$ cat src/rtl/core/mfb_pkg.sv
// package for the framebuffer blitter: constants, codes and control types
`default_nettype none

package mfb_pkg;

  localparam int unsigned WORDS_PER_ROW = 40;
  localparam int unsigned SCREEN_ROWS   = 400;
  localparam int unsigned WORD_BITS     = 16;

  localparam int unsigned FB_WORDS = WORDS_PER_ROW * SCREEN_ROWS;
  localparam int unsigned PIX_W    = WORDS_PER_ROW * WORD_BITS;
  localparam int unsigned ADDR_W   = $clog2(FB_WORDS + 1);
  localparam int unsigned X_W      = 10;
  localparam int unsigned Y_W      = 9;
  localparam int unsigned COL_W    = X_W - 4 + 1;
  localparam int unsigned ROW_W    = Y_W + 1;
  localparam int unsigned SUM_W    = Y_W + 2;

  typedef enum logic [2:0] {
    OP_READ     = 3'd0,
    OP_WRITE    = 3'd1,
    OP_FILL     = 3'd2,
    OP_CLEAR    = 3'd3,
    OP_OR_ROW   = 3'd4,
    OP_XOR_ROW  = 3'd5,
    OP_XNOR_ROW = 3'd6,
    OP_XOR_BYTE = 3'd7
  } op_e;

  localparam logic [1:0] STAT_DONE   = 2'd0;
  localparam logic [1:0] STAT_CLIP   = 2'd1;
  localparam logic [1:0] STAT_REJECT = 2'd2;

  typedef enum logic [2:0] {
    CS_CLEAR,
    CS_IDLE,
    CS_SETUP,
    CS_READ,
    CS_WRITE,
    CS_FINISH
  } ctl_state_e;

  typedef struct packed {
    logic clr_step;
    logic capture;
    logic setup;
    logic rd;
    logic wr;
    logic out_load;
  } ctl_cmd_t;

  typedef struct packed {
    logic clr_last;
    logic work;
    logic last;
  } dp_stat_t;

endpackage

`default_nettype wire

$ cat src/rtl/core/mfb_ctrl.sv
// controller state machine of the framebuffer blitter
`default_nettype none

module mfb_ctrl (
  input  logic              clk_i,
  input  logic              rst_ni,
  input  logic              in_valid_i,
  output logic              in_stall_o,
  output logic              out_valid_o,
  input  logic              out_stall_i,
  output mfb_pkg::ctl_cmd_t cmd_o,
  input  mfb_pkg::dp_stat_t stat_i
);
  import mfb_pkg::*;

  ctl_state_e state_q, state_d;
  logic       out_valid_q, out_valid_d;

  always_ff @(posedge clk_i or negedge rst_ni) begin
    if (!rst_ni) begin
      state_q     <= CS_CLEAR;
      out_valid_q <= 1'b0;
    end else begin
      state_q     <= state_d;
      out_valid_q <= out_valid_d;
    end
  end

  always_comb begin
    state_d     = state_q;
    cmd_o       = '0;
    out_valid_d = out_valid_q && out_stall_i;
    case (state_q)
      CS_CLEAR: begin
        cmd_o.clr_step = 1'b1;
        if (stat_i.clr_last) state_d = CS_IDLE;
      end
      CS_IDLE: begin
        if (in_valid_i) begin
          cmd_o.capture = 1'b1;
          state_d       = CS_SETUP;
        end
      end
      CS_SETUP: begin
        cmd_o.setup = 1'b1;
        state_d     = stat_i.work ? CS_READ : CS_FINISH;
      end
      CS_READ: begin
        cmd_o.rd = 1'b1;
        state_d  = CS_WRITE;
      end
      CS_WRITE: begin
        cmd_o.wr = 1'b1;
        state_d  = stat_i.last ? CS_FINISH : CS_READ;
      end
      CS_FINISH: begin
        if (!out_valid_q || !out_stall_i) begin
          cmd_o.out_load = 1'b1;
          out_valid_d    = 1'b1;
          state_d        = CS_IDLE;
        end
      end
      default: state_d = CS_IDLE;
    endcase
  end

  assign in_stall_o  = (state_q != CS_IDLE);
  assign out_valid_o = out_valid_q;

endmodule

`default_nettype wire

$ cat config.mk
export PLATFORM = sky130hd
export DESIGN_NAME = mfb_ctrl
export DESIGN_NICKNAME = d
export VERILOG_FILES = /design/src/rtl/core/mfb_pkg.sv /design/src/rtl/core/mfb_ctrl.sv
export SDC_FILE = /design/constraint.sdc
export NUM_CORES = 1
export LEC_CHECK = 0
export ABC_AREA = 1
export ABC_CLOCK_PERIOD_IN_PS = 1500
export BUFFER_PORTS_ARGS = -buffer_cell sky130_fd_sc_hd__buf_2
export CORE_AREA = 5 5 42 44
export CTS_CLUSTER_DIAMETER = 120
export DETAILED_ROUTE_END_ITERATION = 12
export DIE_AREA = 0 0 47 49
export PLACE_DENSITY = 0.46
export SKIP_LAST_GASP = 1
export SYNTH_ARGS = -nofsm -noshare
export SYNTH_HDL_FRONTEND = slang
export SYNTH_SLANG_ARGS = --single-unit
$ cat constraint.sdc
create_clock -name clk_i -period 1.5 [get_ports clk_i]
set_clock_uncertainty 0.05 [all_clocks]
set_input_delay 0.3 -clock clk_i [delete_from_list [all_inputs] [get_ports clk_i]]
set_output_delay 0.3 -clock clk_i [all_outputs]
set_load 0.01 [all_outputs]
==> out/metrics.yaml <==
finalCoreUtilization_pct: 32.9
drive_gt1_share_pct: 57.1
vdd_drop_max_v: 0.000698
synthMuxAreaShare_pct: 0
rsz0062_at_grt: "true"
p_sw_share_pct: 47.4
period_needed_ns: 1.48
power_density_mw_per_mm2: 1990
cts_buffers: 3
totalWireLength_um: 729
cts_max_path_buffers: 2
cp_data_arrival_time_ns: 1.13
final_net_count: 72
dp_cells: 73
tightest_slew_ns: 0.235
avgSynthCellArea_um2: 7.08
endpoint_kind: "output pin"
period_share_pct: 98.9
grt_pass1_wl_mm: 1.20
p_seq_share_pct: 27.6
synth-seq-cells: 4
grt_overflow_total: 0
dieArea_mm2: 0.00230
p_leak_nw: 0.261
syn-num-nets: 51
row_count: 14
clk_pin_slew_ns: 0.04
setup-tns-final_ns: 0
die_y_um: 49
wl_met3_um: 61
m1WireLength_um: 299
setup_viol: 0
clock_latency_ns: 0.24
syn_area_um2: 312
dieWidth_um: 47
whs_path_depth: 3
gp_congestion: 0.752
maxUsedRoutingLayer: "met3"
slew_viol_final: 0
fin_cells: 79
n_antenna_cell: 0
reg2reg_depth: 4
crit_fanout: 3
antenna_found_initial: 0
r2r-end: "state_q[0]$_DFFE_PN0P_"
io_pins: 15
path_class: "flop to output pin"
cts_sinks: 4
power.switching_uw: 436
cts_root_buf: "clkbuf_4"
grt_max_degree: 8
drcViolationCount: 0
status: "finished, final reports clean"
met2_wirelength_um: 368
start_util_pct: 22.2
antenna_left: 0
htree_levels: 1
grtUsageTotal_pct: 7.76
coreArea_mm2: 0.00140
area_delta_synth_final_pct: 48.2
hp-start: "stat_i[0]"
initialDrtViolationCount: 0
rrSetupSlack_ns: 0.41
synthXorXnorAreaFrac_pct: 0
synth_compound_area_share_pct: 3.21
syn_inst: 44
slew_headroom_pct: 84.3
synth_cell_type_count: 16
ys_seq_area_share_pct: 32.1
num_vias: 319
dp_hpwl_um: 579
place_area_um2: 390
pwr-share-comb_pct: 57.9
power_frac_clock_pct: 14.5
grt_pass1_vias: 307
cts_tree: "done"
design_area_um2: 462
mostFrequentLayoutCells: "14 x buf_2, 6 x inv_1, 6 x nand2_1"
fmax_mhz: 674
r2r-start: "state_q[2]$_DFFE_PN0P_"
wl_per_cell_um: 9.23
min_to: "state_q[2]$_DFFE_PN0P_"
synth-simple-area-share_pct: 49.0
worst_setup_path_start_kind: "flop"
final_common_cell: "buf_2"
viasPerCell: 4.04
p_int_uw: 483
drv_cap: 0
synth_adder_area_share_pct: 0
hold_violations: 0
drtPass1Iterations: 1
synth_top_family_by_area: "simple AND/OR/NAND/NOR gates"
hold_class: "input port to flop"
crit_required_ns: 1.15
io_buffers: 14
yosys_warnings: 0
holdWs_ns: 0.246
through the flow:
step	setup WS, ns	power [mW]
detailed placement	0.172	0.694
floorplan	0.289	0.572
finish	0.0160	0.919
global placement	0.203	0.698
global route	-0.0676	1.01
CTS	-0.0106	0.865
synthesized netlist by cell type:
master	instances	share of area [%]
and2_0	1	2.0
buf_6	1	3.6
dfrtp_1	4	32
inv_1	7	8.4
inv_2	3	3.6
nand2_1	7	8.4
nand2_2	1	2.0
nand3_1	3	4.8
nand3_2	2	6.4
nand4_1	1	2.0
nor2_1	6	7.2
nor2_2	4	8.0
nor2_8	1	6.4
nor3_1	1	1.6
o21ai_0	1	1.6
o21ai_1	1	1.6
worst max-delay path, cell delays in order, from the launching register on:
cell	delay (ns)
dfrtp_2	0.45
nor2_4	0.14
inv_1	0.07
nor2_2	0.09
buf_2	0.14
state kept, by name (all words and copies together), names as in the netlist:
signal       count
state_q          3
out_valid_o      1
routing by layer:
metal | global-route usage (%) | up-vias
met2 | 10.4 | 11
met3 | 3.69 | 0
li1 | - | 170
met5 | 0 | -
met4 | 8.29 | 0
met1 | 7.95 | 138
cells by family (layout without fill, tap and decap cells):
kind of cell	Yosys count	count (layout)
buffers and inverters	11	30
flip-flops	4	4
AO/OA/AOI/OAI	2	2
AND/OR/NAND/NOR	27	27
power groups by stage:
stage / logic [mW] / registers (mW) / clock network [mW]
5_1_grt: 0.600 / 0.264 / 0.151
4_1_cts: 0.506 / 0.219 / 0.140
3_3_place_gp: 0.478 / 0.220 / 0
6_report: 0.532 / 0.254 / 0.134
3_5_place_dp: 0.472 / 0.222 / 0
2_1_floorplan: 0.380 / 0.193 / 0
worst max path at each step:
stage	start	end	slack [ns]
global route	state_q[0]$_DFFE_PN0P_	cmd_o[0]	-0.07
global placement	state_q[2]$_DFFE_PN0P_	cmd_o[4]	0.20
CTS	state_q[1]$_DFFE_PN0P_	cmd_o[1]	-0.01
detailed placement	state_q[2]$_DFFE_PN0P_	cmd_o[0]	0.17
finish	state_q[1]$_DFFE_PN0P_	cmd_o[1]	0.02
floorplan	state_q[2]$_DFFE_PN0P_	cmd_o[4]	0.29
layout make-up:
class / instances / area [µm²]
sequential: 4 / 104
tap: 16 / 20.0
clock buffer: 3 / 22.5
multi-input combinational: 29 / 178
fill: 176 / 940
inverter: 10 / 42.5
timing repair buffer: 17 / 95.1
what timing repair did:
| item | 4_1_cts | 5_1_grt |
|---|---|---|
| resized for setup | 1 | 9 |
| hold endpoints to repair | 4 | 0 |
| hold buffers | 1 | 0 |
| pin swaps | 0 | 3 |
| setup endpoints to repair | 7 | 5 |
| setup buffers | 2 | 0 |
No activity file was read; power rests on OpenSTA's default activity.
